File: src/hw/rtl/matern_rbf_kernel_eval_assert.svh
// Assertion macros for the kernel evaluator RTL.
`ifndef MATERN_RBF_KERNEL_EVAL_ASSERT_SVH
`define MATERN_RBF_KERNEL_EVAL_ASSERT_SVH
`ifndef SYNTHESIS
`define MRK_ASSERT(lbl, prop) \
  lbl: assert property (@(posedge clk) disable iff (!rst_n) prop) \
    else $error("mrk assertion failed");
`define MRK_ASSERT_RST(lbl, prop) \
  lbl: assert property (@(posedge clk) prop) else $error("mrk reset check failed");
`else
`define MRK_ASSERT(lbl, prop)
`define MRK_ASSERT_RST(lbl, prop)
`endif
`endif

File: src/hw/rtl/mrk_pkg.sv
// Shared types, constants and tables of the kernel evaluator.
package mrk_pkg;

  localparam int COORD_WIDTH = 16;
  localparam int MAX_DIMS    = 64;
  localparam int ACC_W       = 40;
  localparam int IB_W        = 24;
  localparam int CFG_IDX_W   = 8;

  localparam logic [CFG_IDX_W-1:0] REG_KERNEL_MODE   = 8'd0;
  localparam logic [CFG_IDX_W-1:0] REG_INV_BANDWIDTH = 8'd1;

  localparam logic [ACC_W-1:0] ACC_MAX   = {ACC_W{1'b1}};
  localparam logic [31:0]      LOG2E_Q16 = 32'd94548;
  localparam logic [31:0]      SQRT3_Q16 = 32'd113512;
  localparam logic [31:0]      SQRT5_Q16 = 32'd146543;
  localparam logic [31:0]      RECIP3    = 32'hAAAAAAAB;

  typedef enum logic [1:0] {
    KM_EXP = 2'd0,
    KM_M15 = 2'd1,
    KM_M25 = 2'd2,
    KM_RBF = 2'd3
  } kmode_t;

  // One finished row pair: its squared distance.
  typedef struct packed {
    logic             valid;
    logic [ACC_W-1:0] acc;
  } entry_t;

  function automatic logic [63:0] isqrt64(input logic [63:0] v);
    logic [63:0] res;
    logic [63:0] bitv;
    logic [63:0] rem;
    res  = 64'd0;
    bitv = 64'd1 << 62;
    rem  = v;
    for (int j = 0; j < 32; j++) begin
      if (rem >= res + bitv) begin
        rem = rem - (res + bitv);
        res = (res >> 1) + bitv;
      end else begin
        res = res >> 1;
      end
      bitv = bitv >> 2;
    end
    return res;
  endfunction

  // 2^-(2^-i) in Q.30 by repeated floor roots from 0.5.
  function automatic logic [29:0] exp_factor(input int i);
    logic [63:0] a;
    a = 64'd1 << 29;
    for (int j = 1; j <= i; j++) begin
      a = isqrt64(a << 30);
    end
    return a[29:0];
  endfunction

  localparam logic [29:0] EXP_FACTOR [16] = '{
    exp_factor(1),  exp_factor(2),  exp_factor(3),  exp_factor(4),
    exp_factor(5),  exp_factor(6),  exp_factor(7),  exp_factor(8),
    exp_factor(9),  exp_factor(10), exp_factor(11), exp_factor(12),
    exp_factor(13), exp_factor(14), exp_factor(15), exp_factor(16)
  };

endpackage

File: src/hw/rtl/mrk_front.sv
// Front part: accumulates squared coordinate differences per row pair.
module mrk_front (
  input  logic                                clk,
  input  logic                                rst_n,
  input  logic                                in_tvalid,
  output logic                                in_tready,
  input  logic [2*mrk_pkg::COORD_WIDTH-1:0]   in_tdata,
  input  logic                                in_tlast,
  input  logic                                q_full,
  output mrk_pkg::entry_t                     push_o
);

  logic [mrk_pkg::ACC_W-1:0]         acc_r, acc_nxt;
  logic signed [mrk_pkg::COORD_WIDTH:0] diff;
  logic [mrk_pkg::COORD_WIDTH-1:0]   mag;
  logic [2*mrk_pkg::COORD_WIDTH-1:0] sq;
  logic [mrk_pkg::ACC_W:0]           sum;
  logic [mrk_pkg::ACC_W-1:0]         sat;
  logic                              xfer;

  assign in_tready = !q_full;
  assign xfer      = in_tvalid && in_tready;

  always_comb begin
    diff = {in_tdata[mrk_pkg::COORD_WIDTH-1], in_tdata[mrk_pkg::COORD_WIDTH-1:0]}
         - {in_tdata[2*mrk_pkg::COORD_WIDTH-1],
            in_tdata[2*mrk_pkg::COORD_WIDTH-1:mrk_pkg::COORD_WIDTH]};
    mag  = diff[mrk_pkg::COORD_WIDTH] ? mrk_pkg::COORD_WIDTH'(-diff)
                                      : diff[mrk_pkg::COORD_WIDTH-1:0];
    sq   = mag * mag;
    sum  = {1'b0, acc_r} + (mrk_pkg::ACC_W+1)'(sq);
    // saturate at the top of the accumulator
    sat  = (sum >= {1'b0, mrk_pkg::ACC_MAX}) ? mrk_pkg::ACC_MAX : sum[mrk_pkg::ACC_W-1:0];
    acc_nxt = acc_r;
    if (xfer) begin
      acc_nxt = in_tlast ? '0 : sat;
    end
    push_o.valid = xfer && in_tlast;
    push_o.acc   = sat;
  end

  always_ff @(posedge clk) begin
    if (!rst_n) begin
      acc_r <= '0;
    end else begin
      acc_r <= acc_nxt;
    end
  end

endmodule

File: src/hw/rtl/mrk_queue.sv
// Two-entry queue of squared distances between front and back.
module mrk_queue (
  input  logic            clk,
  input  logic            rst_n,
  input  mrk_pkg::entry_t push_i,
  output logic            full_o,
  input  logic            pop_i,
  output mrk_pkg::entry_t head_o
);

  logic [mrk_pkg::ACC_W-1:0] mem_r [2];
  logic                      wr_ptr_r, rd_ptr_r;
  logic [1:0]                cnt_r;

  assign full_o       = (cnt_r == 2'd2);
  assign head_o.valid = (cnt_r != 2'd0);
  assign head_o.acc   = mem_r[rd_ptr_r];

  always_ff @(posedge clk) begin
    if (push_i.valid) begin
      mem_r[wr_ptr_r] <= push_i.acc;
    end
  end

  always_ff @(posedge clk) begin
    if (!rst_n) begin
      wr_ptr_r <= 1'b0;
      rd_ptr_r <= 1'b0;
      cnt_r    <= 2'd0;
    end else begin
      if (push_i.valid) begin
        wr_ptr_r <= !wr_ptr_r;
      end
      if (pop_i) begin
        rd_ptr_r <= !rd_ptr_r;
      end
      cnt_r <= cnt_r + {1'b0, push_i.valid} - {1'b0, pop_i};
    end
  end

endmodule

File: src/hw/rtl/mrk_back.sv
// Back part: root, exponential and polynomial over one shared multiplier.
`include "matern_rbf_kernel_eval_assert.svh"
module mrk_back (
  input  logic                      clk,
  input  logic                      rst_n,
  input  mrk_pkg::entry_t           head_i,
  output logic                      pop_o,
  input  mrk_pkg::kmode_t           kernel_mode,
  input  logic [mrk_pkg::IB_W-1:0]  inv_bw,
  output logic                      out_tvalid,
  input  logic                      out_tready,
  output logic [15:0]               out_tdata
);

  typedef enum logic [19:0] {
    S_IDLE = 20'h00001,
    S_R1   = 20'h00002,
    S_R2   = 20'h00004,
    S_R3   = 20'h00008,
    S_R4   = 20'h00010,
    S_R5   = 20'h00020,
    S_SQRT = 20'h00040,
    S_M1   = 20'h00080,
    S_M2   = 20'h00100,
    S_M3   = 20'h00200,
    S_M4   = 20'h00400,
    S_E0   = 20'h00800,
    S_E1   = 20'h01000,
    S_EL   = 20'h02000,
    S_EN   = 20'h04000,
    S_P1   = 20'h08000,
    S_Q1   = 20'h10000,
    S_Q2   = 20'h20000,
    S_Q3   = 20'h40000,
    S_OUT  = 20'h80000
  } state_t;

  state_t          state_r, state_nxt;
  mrk_pkg::kmode_t mode_r, mode_nxt;
  logic [mrk_pkg::ACC_W-1:0] acc_r, acc_nxt;
  logic [71:0] w_r, w_nxt;
  logic [15:0] hi_r, hi_nxt;
  logic [47:0] src_r, src_nxt;
  logic [25:0] rem_r, rem_nxt;
  logic [23:0] root_r, root_nxt;
  logic [4:0]  cnt_r, cnt_nxt;
  logic [21:0] t_r, t_nxt;
  logic [21:0] s_r, s_nxt;
  logic [15:0] u_r, u_nxt;
  logic [4:0]  n_r, n_nxt;
  logic [3:0]  k_r, k_nxt;
  logic [30:0] r_r, r_nxt;
  logic [30:0] e_r, e_nxt;
  logic [41:0] fin_r, fin_nxt;
  logic        out_valid_r, out_valid_nxt;
  logic [15:0] out_data_r, out_data_nxt;

  logic [31:0] mul_a, mul_b;
  logic [63:0] mul_p;
  logic [27:0] remx, trial;
  logic [30:0] e_val;
  logic [27:0] poly;
  logic [42:0] rnd;
  logic        out_free;

  assign mul_p      = mul_a * mul_b;
  assign out_tvalid = out_valid_r;
  assign out_tdata  = out_data_r;
  assign out_free   = !out_valid_r || out_tready;

  always_comb begin
    state_nxt     = state_r;
    mode_nxt      = mode_r;
    acc_nxt       = acc_r;
    w_nxt         = w_r;
    hi_nxt        = hi_r;
    src_nxt       = src_r;
    rem_nxt       = rem_r;
    root_nxt      = root_r;
    cnt_nxt       = cnt_r;
    t_nxt         = t_r;
    s_nxt         = s_r;
    u_nxt         = u_r;
    n_nxt         = n_r;
    k_nxt         = k_r;
    r_nxt         = r_r;
    e_nxt         = e_r;
    fin_nxt       = fin_r;
    out_valid_nxt = out_valid_r && !out_tready;
    out_data_nxt  = out_data_r;
    pop_o         = 1'b0;
    mul_a         = '0;
    mul_b         = {8'b0, inv_bw};
    remx          = {rem_r, src_r[47:46]};
    trial         = {2'b0, root_r, 2'b01};
    e_val         = r_r >> n_r;
    poly          = 28'd65536 + 28'(s_r) + {1'b0, w_r[59:33]};
    rnd           = {1'b0, fin_r} + 43'd16384;
    case (state_r)
      S_IDLE: begin
        if (head_i.valid) begin
          pop_o    = 1'b1;
          acc_nxt  = head_i.acc;
          mode_nxt = kernel_mode;
          src_nxt  = {head_i.acc, 8'b0};
          rem_nxt  = '0;
          root_nxt = '0;
          cnt_nxt  = 5'd23;
          state_nxt = (kernel_mode == mrk_pkg::KM_RBF) ? S_R1 : S_SQRT;
        end
      end
      // RBF: acc * ib, then (>> 16) * ib, each split into two partial products
      S_R1: begin
        mul_a     = acc_r[31:0];
        w_nxt     = {8'b0, mul_p};
        state_nxt = S_R2;
      end
      S_R2: begin
        mul_a     = {24'b0, acc_r[39:32]};
        w_nxt     = w_r + {mul_p[39:0], 32'b0};
        state_nxt = S_R3;
      end
      S_R3: begin
        mul_a     = w_r[47:16];
        hi_nxt    = w_r[63:48];
        w_nxt     = {8'b0, mul_p};
        state_nxt = S_R4;
      end
      S_R4: begin
        mul_a     = {16'b0, hi_r};
        w_nxt     = w_r + {mul_p[39:0], 32'b0};
        state_nxt = S_R5;
      end
      S_R5: begin
        if (|w_r[71:47]) begin
          fin_nxt   = '0;
          state_nxt = S_OUT;
        end else begin
          t_nxt     = w_r[46:25];
          state_nxt = S_E0;
        end
      end
      // one root bit per cycle
      S_SQRT: begin
        src_nxt = {src_r[45:0], 2'b00};
        if (remx >= trial) begin
          rem_nxt  = 26'(remx - trial);
          root_nxt = {root_r[22:0], 1'b1};
        end else begin
          rem_nxt  = remx[25:0];
          root_nxt = {root_r[22:0], 1'b0};
        end
        cnt_nxt = cnt_r - 5'd1;
        if (cnt_r == 5'd0) begin
          state_nxt = S_M1;
        end
      end
      S_M1: begin
        mul_a     = {8'b0, root_r};
        w_nxt     = {8'b0, mul_p};
        state_nxt = S_M2;
      end
      S_M2: begin
        if (|w_r[47:38]) begin
          fin_nxt   = '0;
          state_nxt = S_OUT;
        end else begin
          t_nxt     = w_r[37:16];
          state_nxt = (mode_r == mrk_pkg::KM_EXP) ? S_E0 : S_M3;
        end
      end
      S_M3: begin
        mul_a     = {10'b0, t_r};
        mul_b     = (mode_r == mrk_pkg::KM_M15) ? mrk_pkg::SQRT3_Q16 : mrk_pkg::SQRT5_Q16;
        w_nxt     = {8'b0, mul_p};
        state_nxt = S_M4;
      end
      S_M4: begin
        if (|w_r[47:38]) begin
          fin_nxt   = '0;
          state_nxt = S_OUT;
        end else begin
          t_nxt     = w_r[37:16];
          s_nxt     = w_r[37:16];
          state_nxt = S_E0;
        end
      end
      S_E0: begin
        mul_a     = {10'b0, t_r};
        mul_b     = mrk_pkg::LOG2E_Q16;
        w_nxt     = {8'b0, mul_p};
        state_nxt = S_E1;
      end
      S_E1: begin
        u_nxt = w_r[31:16];
        k_nxt = 4'd0;
        if (w_r[38:32] >= 7'd31) begin
          r_nxt     = '0;
          n_nxt     = '0;
          state_nxt = S_EN;
        end else begin
          r_nxt     = 31'h40000000;
          n_nxt     = w_r[36:32];
          state_nxt = S_EL;
        end
      end
      // one fraction bit of the base-2 exponent per cycle, msb first
      S_EL: begin
        mul_a = {1'b0, r_r};
        mul_b = {2'b0, mrk_pkg::EXP_FACTOR[k_r]};
        if (u_r[15]) begin
          r_nxt = mul_p[60:30];
        end
        u_nxt = {u_r[14:0], 1'b0};
        k_nxt = k_r + 4'd1;
        if (k_r == 4'd15) begin
          state_nxt = S_EN;
        end
      end
      S_EN: begin
        e_nxt = e_val;
        case (mode_r)
          mrk_pkg::KM_M15: state_nxt = S_P1;
          mrk_pkg::KM_M25: state_nxt = S_Q1;
          default: begin
            fin_nxt   = {11'b0, e_val};
            state_nxt = S_OUT;
          end
        endcase
      end
      S_P1: begin
        mul_a     = {1'b0, e_r};
        mul_b     = 32'd65536 + {10'b0, s_r};
        fin_nxt   = mul_p[57:16];
        state_nxt = S_OUT;
      end
      S_Q1: begin
        mul_a     = {10'b0, s_r};
        mul_b     = {10'b0, s_r};
        w_nxt     = {8'b0, mul_p};
        state_nxt = S_Q2;
      end
      S_Q2: begin
        // divide by three through the reciprocal, exact below 2^32
        mul_a     = {4'b0, w_r[43:16]};
        mul_b     = mrk_pkg::RECIP3;
        w_nxt     = {8'b0, mul_p};
        state_nxt = S_Q3;
      end
      S_Q3: begin
        mul_a     = {1'b0, e_r};
        mul_b     = {4'b0, poly};
        fin_nxt   = mul_p[57:16];
        state_nxt = S_OUT;
      end
      S_OUT: begin
        if (out_free) begin
          out_valid_nxt = 1'b1;
          out_data_nxt  = (rnd[42:15] > 28'd32768) ? 16'h8000 : rnd[30:15];
          state_nxt     = S_IDLE;
        end
      end
      default: state_nxt = S_IDLE;
    endcase
  end

  always_ff @(posedge clk) begin
    if (!rst_n) begin
      state_r     <= S_IDLE;
      out_valid_r <= 1'b0;
    end else begin
      state_r     <= state_nxt;
      out_valid_r <= out_valid_nxt;
    end
  end

  always_ff @(posedge clk) begin
    mode_r     <= mode_nxt;
    acc_r      <= acc_nxt;
    w_r        <= w_nxt;
    hi_r       <= hi_nxt;
    src_r      <= src_nxt;
    rem_r      <= rem_nxt;
    root_r     <= root_nxt;
    cnt_r      <= cnt_nxt;
    t_r        <= t_nxt;
    s_r        <= s_nxt;
    u_r        <= u_nxt;
    n_r        <= n_nxt;
    k_r        <= k_nxt;
    r_r        <= r_nxt;
    e_r        <= e_nxt;
    fin_r      <= fin_nxt;
    out_data_r <= out_data_nxt;
  end

  `MRK_ASSERT(a_pop_idle, pop_o |-> (state_r == S_IDLE) && head_i.valid)
  `MRK_ASSERT(a_sqrt_done, (state_r == S_SQRT) && (cnt_r == 5'd0) |=> (state_r == S_M1))
  `MRK_ASSERT(a_out_load, (state_r == S_OUT) && out_free |=> out_valid_r && (state_r == S_IDLE))

endmodule

File: src/hw/rtl/matern_rbf_kernel_eval.sv
// Matern / RBF kernel evaluator top level: configuration registers and wiring.
//
// Coordinates are taken one per cycle; the front part keeps taking them while
// up to two finished row pairs wait in the queue for the back part, and stalls
// its input once both queue slots are taken. Each row pair's kernel is then
// computed in the back part on one shared 32x32 multiplier: RBF scales and
// exponentiates, the other modes take the bit-serial square root first, and
// Matern adds its polynomial. The back part pops the next row pair only from
// idle, after it has loaded the output register. A stalled output register
// holds the back part in its last step. The 16-step exponential loop and the
// square root make up most of the work per row pair.
module matern_rbf_kernel_eval (
  input  logic                            clk,
  input  logic                            rst_n,
  input  logic                            in_tvalid,
  output logic                            in_tready,
  input  logic [2*mrk_pkg::COORD_WIDTH-1:0] in_tdata, // x_coord, y_coord
  input  logic                            in_tlast,   // last_coord
  output logic                            out_tvalid,
  input  logic                            out_tready,
  output logic [15:0]                     out_tdata,  // kernel_value
  input  logic                            cfg_wr_en,
  input  logic [mrk_pkg::CFG_IDX_W-1:0]   cfg_index,
  input  logic [mrk_pkg::IB_W-1:0]        cfg_wdata
);

  mrk_pkg::kmode_t             kmode_r;
  logic [mrk_pkg::IB_W-1:0]    ib_r;
  mrk_pkg::entry_t             push;
  mrk_pkg::entry_t             head;
  logic                        q_full;
  logic                        pop;

  always_ff @(posedge clk) begin
    if (!rst_n) begin
      kmode_r <= mrk_pkg::KM_RBF;
      ib_r    <= 24'd65536;
    end else if (cfg_wr_en) begin
      if (cfg_index == mrk_pkg::REG_KERNEL_MODE) begin
        kmode_r <= mrk_pkg::kmode_t'(cfg_wdata[1:0]);
      end else if (cfg_index == mrk_pkg::REG_INV_BANDWIDTH) begin
        ib_r <= cfg_wdata;
      end
    end
  end

  mrk_front u_front (
    .clk       (clk),
    .rst_n     (rst_n),
    .in_tvalid (in_tvalid),
    .in_tready (in_tready),
    .in_tdata  (in_tdata),
    .in_tlast  (in_tlast),
    .q_full    (q_full),
    .push_o    (push)
  );

  mrk_queue u_queue (
    .clk    (clk),
    .rst_n  (rst_n),
    .push_i (push),
    .full_o (q_full),
    .pop_i  (pop),
    .head_o (head)
  );

  mrk_back u_back (
    .clk         (clk),
    .rst_n       (rst_n),
    .head_i      (head),
    .pop_o       (pop),
    .kernel_mode (kmode_r),
    .inv_bw      (ib_r),
    .out_tvalid  (out_tvalid),
    .out_tready  (out_tready),
    .out_tdata   (out_tdata)
  );

endmodule

File: config.mk
export PLATFORM = sky130hd
export DESIGN_NAME = matern_rbf_kernel_eval
export DESIGN_NICKNAME = d
export VERILOG_FILES = /design/src/hw/rtl/mrk_pkg.sv /design/src/hw/rtl/mrk_front.sv /design/src/hw/rtl/mrk_queue.sv /design/src/hw/rtl/mrk_back.sv /design/src/hw/rtl/matern_rbf_kernel_eval.sv
export VERILOG_INCLUDE_DIRS = /design/src /design/src/hw/rtl
export SDC_FILE = /design/constraint.sdc
export NUM_CORES = 2
export LEC_CHECK = 0
export BUFFER_PORTS_ARGS = -buffer_cell sky130_fd_sc_hd__buf_2
export CORE_UTILIZATION = 40
export DETAILED_ROUTE_END_ITERATION = 8
export PLACE_DENSITY = 0.65
export SYNTH_ARGS = -nofsm -noshare
export SYNTH_HDL_FRONTEND = slang
export SYNTH_SLANG_ARGS = --single-unit
File: constraint.sdc
create_clock -name clk -period 13.71 [get_ports clk]
set_input_delay 0 -clock clk [delete_from_list [all_inputs] [get_ports clk]]
set_output_delay 0 -clock clk [all_outputs]
set_load 0.01 [all_outputs]
==> metrics.md <==
| Metric | Value |
|---|---|
| Starting density of the core | a little over 40% |
| Syn_area_per_cell | between 9 and 10 um2 |
| Global route overflow | 0 |
| Vias per inst | between 5 and 6 |
| CP max-delay cell | or4b_2 |
| Die X | approximately 430 um |
| Total CTS buffers | 59 |
| Critical Path RT | between 10 and 15 ns |
| RSZ-0062 raised after global routing | false |
| IO buf count | between 80 and 90 |
| P&R area growth vs syn | 8.22% |
| HP Start | cfg_wdata[12] |
| Crit. End Element | flop |
| Synth cell types | about 110 |
| Post-DP HPWL | 193 mm |
| Top Ports | 88 |
| 1st-pass router iterations | 9 |
| Worst Path Class, Setup | reg -> reg |
| Top_reg_cell synth | edfxtp_1 |
| Clock Tree Root | clkbuf_16 |
| Detailed router's first-iteration violation count | roughly 5500 |
| Compound-cell area share of the yosys netlist | roughly a tenth |
| Adder-cell share of the synthesized area | between 30% and 40% |
| Met2 Track Usage GR | a little over two fifths |
| Mapped Area | 71800 um2 |
| DIE AREA | between 150000 and 200000 um2 |
| Core ar. | between 150000 and 200000 um2 |
| Worst Hold Depth | 4 |
| Worst slew pin tran | 1.43 ns |
| Cell mode on critical path | fa_1 |
| Reg2reg path depth | 40 |
| Clock sink count | 556 |
| Clk pin slew, worst setup/hold paths | 0.08 ns |
| EDFF count, synth | roughly 460 |
| Setup violations, final | 0 |
| Clk_lat worst skew | around 0.7 ns |
| Max Slew Vio Count | 0 |
| Fmax | about 0.077 GHz |
| Largest net degree at the start of global routing | a little over 90 |
| Post-Route Setup TNS | 0 ns |
| Crit-path max FO | 30 |
| Number of core rows | between 150 and 200 |
| Initial antenna violation count | 4 |
| Critical R2R Launch | u_back.w_r[33]$_DFFE_PP_ |
| Height of the die | around 430 um |
| RR Endpoint | u_back.w_r[71]$_SDFFCE_PN0P_ |
| Fin crit period | 12.97 ns |
| Via count | around 56000 |
| Global-route met3 utilization | about 4.2% |
| Hold WC Path Type | in -> reg |
| Number of setup buffers added after CTS | 0 |
| CTS tree | yes |
| Avg WL per Cell | ~24 um |
| Post-synthesis xor/xnor area fraction | ~2.7% |
| Maximum buffer depth of the clock tree | 3 |
| # Max-Cap Violations | 0 |
| GR Util met1 | 34.0% |
| Type of origin of the critical path | flop |
| H-tree Lvls | 2 |
| Hold Path End | ib_r[12]$_SDFFE_PN0P_ |
| Flop-to-flop setup slack | 0.74 ns |
| Synth warn | 0 |
| #FFs+latches synth | approximately 560 |
| Period utilization | 94.6% |
| Number of remaining DRC errors | 0 |
| Gr busiest metal | met2 |
| Slowest stage delay, CP | between 0.6 and 0.7 ns |
| Total Routed Length | 237 mm |
| Rel. slew slack | 4.78% |
| Post-Syn Instances | roughly 7600 |
| Seq/Total Area, Yosys | roughly 22% |
| Hold_buf cts | 35 |
| GPL Wtd Cong | slightly above 1 |
| Filler cells | ~17000 |
| Layout cell share with drive strength beyond 1 | around 7.8% |
| Synth async-reset ratio | 0% |
| Total track usage | between 20% and 30% |
| Layout Nets | roughly 9300 |
| Seq. cell area | roughly 16000 um2 |
| Multi-input gate area | between 40000 and 50000 um2 |
| Outcome | finished, final reports clean |
| CTS resizes | 0 |
| Synth Area in Simple Gates | approximately 15% |
| Crit path arrival time | 13.37 ns |
| First-pass GRT wire length | approximately 360 mm |
| Final ANT Viol Nets | 0 |
| Vias in the first global route | about 57000 |
| Count of final hold-check violations | 0 |
| Largest family of logic cells by synthesized area | adder cells |
| Post-synthesis mux area share | between 3 and 4% |
| Clock Skew | ~0.039 ns |
==> worst max-delay path, delay by kind of cell, from the launching register on <==
kind	cells	cell delay (ns)
compound gates	11	3.26
xor+xnor	3	0.97
fa+ha+maj	12	5.53
buf+inv	7	0.94
flops	1	0.60
simple gates	7	1.37
==> through the flow <==
stage                     area [um2]  utilization [%]  hold WS, ns  setup WS [ns]  instances
after floorplan                71800                -        0.125           2.20       7656
after global placement         75200             42.1        0.246          0.797       9921
after detailed placement       75200             42.1        0.265          0.898       9921
after CTS                      77700             43.5        0.107          0.886      10100
after global routing           77700             43.5        0.166          0.174      10100
final                          77700             43.5        0.133          0.743      10100
==> layer usage <==
| layer | vias to the layer above | part of all wire (%) |
|---|---|---|
| li1 | 24600 | - |
| met1 | 28000 | 40 |
| met2 | 2441 | 46 |
| met3 | 557 | 8.1 |
| met4 | 4 | 6.2 |
| met5 | - | 0.014 |
==> placed cells by master (no fill, tap or decap), drive strengths merged, types with 25 or more instances in the layout <==
| master | instances |
|---|---|
| buf | 266 |
| xnor2 | 143 |
| a31oi | 38 |
| nand3 | 82 |
| dfxtp | 92 |
| a22o | 48 |
| inv | 1361 |
| xor2 | 78 |
| and2 | 93 |
| nand2 | 926 |
| o21ai | 190 |
| or2 | 42 |
| nor2b | 75 |
| or3 | 28 |
| mux2i | 90 |
| a222oi | 33 |
| nor3 | 58 |
| a22oi | 29 |
| nand2b | 87 |
| nor2 | 844 |
| o22ai | 25 |
| o21a | 35 |
| a21oi | 231 |
| nand4 | 32 |
| mux2 | 85 |
| o21bai | 26 |
| clkbuf | 81 |
| ha | 516 |
| fa | 1064 |
| a21o | 117 |
| dlygate4sd3 | 35 |
| and3 | 49 |
| edfxtp | 464 |
| a211oi | 35 |
==> cell usage after synthesis (13+ instances only) <==
master    instances  share of area, %
buf_2           160               1.1
nor2b_1          75              0.65
nor3_1           57              0.40
o21a_1           35              0.37
dfxtp_1          92               2.6
nor3b_1          13              0.14
edfxtp_1        464                19
a21oi_1         229               1.6
nand2b_1         87              0.76
o21ai_1          25              0.17
a221oi_1         15              0.18
nand4_1          32              0.28
nor2_1          843               4.4
nand3_1          81              0.56
a211oi_1         31              0.32
nor4_1           20              0.17
nand2_1         924               4.8
clkbuf_1        162              0.85
a31oi_1          35              0.30
mux2i_1          89               1.2
inv_1          1351               7.1
a222oi_1         33              0.46
nand3b_1         17              0.18
and3_1           49              0.43
and2_1           93              0.81
o22ai_1          25              0.22
o21bai_1         26              0.27
a21o_1          117               1.2
xnor2_1         141               1.7
mux4_2           16              0.50
a22oi_1          29              0.30
xor2_1           78              0.95
ha_1            516               9.0
fa_1           1064                30
or3_1            25              0.22
o21ai_0         164               1.1
buf_4            17              0.18
mux2_2           85               1.3
a22o_1           48              0.59
o211ai_1         23              0.24
or2_2            35              0.30
==> worst max-delay path by stage <==
stage,startpoint,to
after global routing,u_back.w_r[33]$_DFFE_PP_,u_back.w_r[70]$_SDFFCE_PN0P_
final,u_back.w_r[33]$_DFFE_PP_,u_back.w_r[71]$_SDFFCE_PN0P_
after detailed placement,u_back.w_r[33]$_DFFE_PP_,u_back.w_r[71]$_SDFFCE_PN0P_
after global placement,u_back.w_r[33]$_DFFE_PP_,u_back.w_r[71]$_SDFFCE_PN0P_
after floorplan,u_back.state_r[0]$_SDFFE_PN1P_,u_back.w_r[70]$_SDFFCE_PN0P_
after CTS,u_back.w_r[33]$_DFFE_PP_,u_back.w_r[71]$_SDFFCE_PN0P_
==> state kept, by name, summed over array words and instances (netlist names), 2 cells and up, named ones only <==
name	flops
ib_r	24
kmode_r	2
u_back.acc_r	40
u_back.cnt_r	5
u_back.e_r	31
u_back.fin_r	28
u_back.hi_r	16
u_back.k_r	4
u_back.mode_r	2
u_back.n_r	5
u_back.out_tdata	16
u_back.r_r	31
u_back.rem_r	26
u_back.root_r	24
u_back.s_r	22
u_back.src_r	40
u_back.state_r	20
u_back.t_r	22
u_back.u_r	16
u_back.w_r	56
u_front.acc_r	40
u_queue.cnt_r	2
u_queue.mem_r	80
==> final cells by class <==
class	count	area share (%)
Multi-Input combinational cell	5388	63.8
Sequential cell	556	20.3
Inverter	1356	6.55
Tap cell	2355	3.79
Timing Repair Buffer	301	2.77
Clock buffer	81	2.22
Clock inverter	31	0.538
Antenna cell	5	0.0161
==> cells by family after synthesis <==
family / Yosys count
adders and majority gates: 1580
DFF: 556
buffers and inverters: 1712
and+or+nand+nor: 2405
other: 2
muxes: 191
xor gates and xnor gates: 221
AOI/OAI and AO/OA: 981
Power is not shown: default switching activity piles up to over one toggle a cycle in this logic, so the estimate is an artifact.
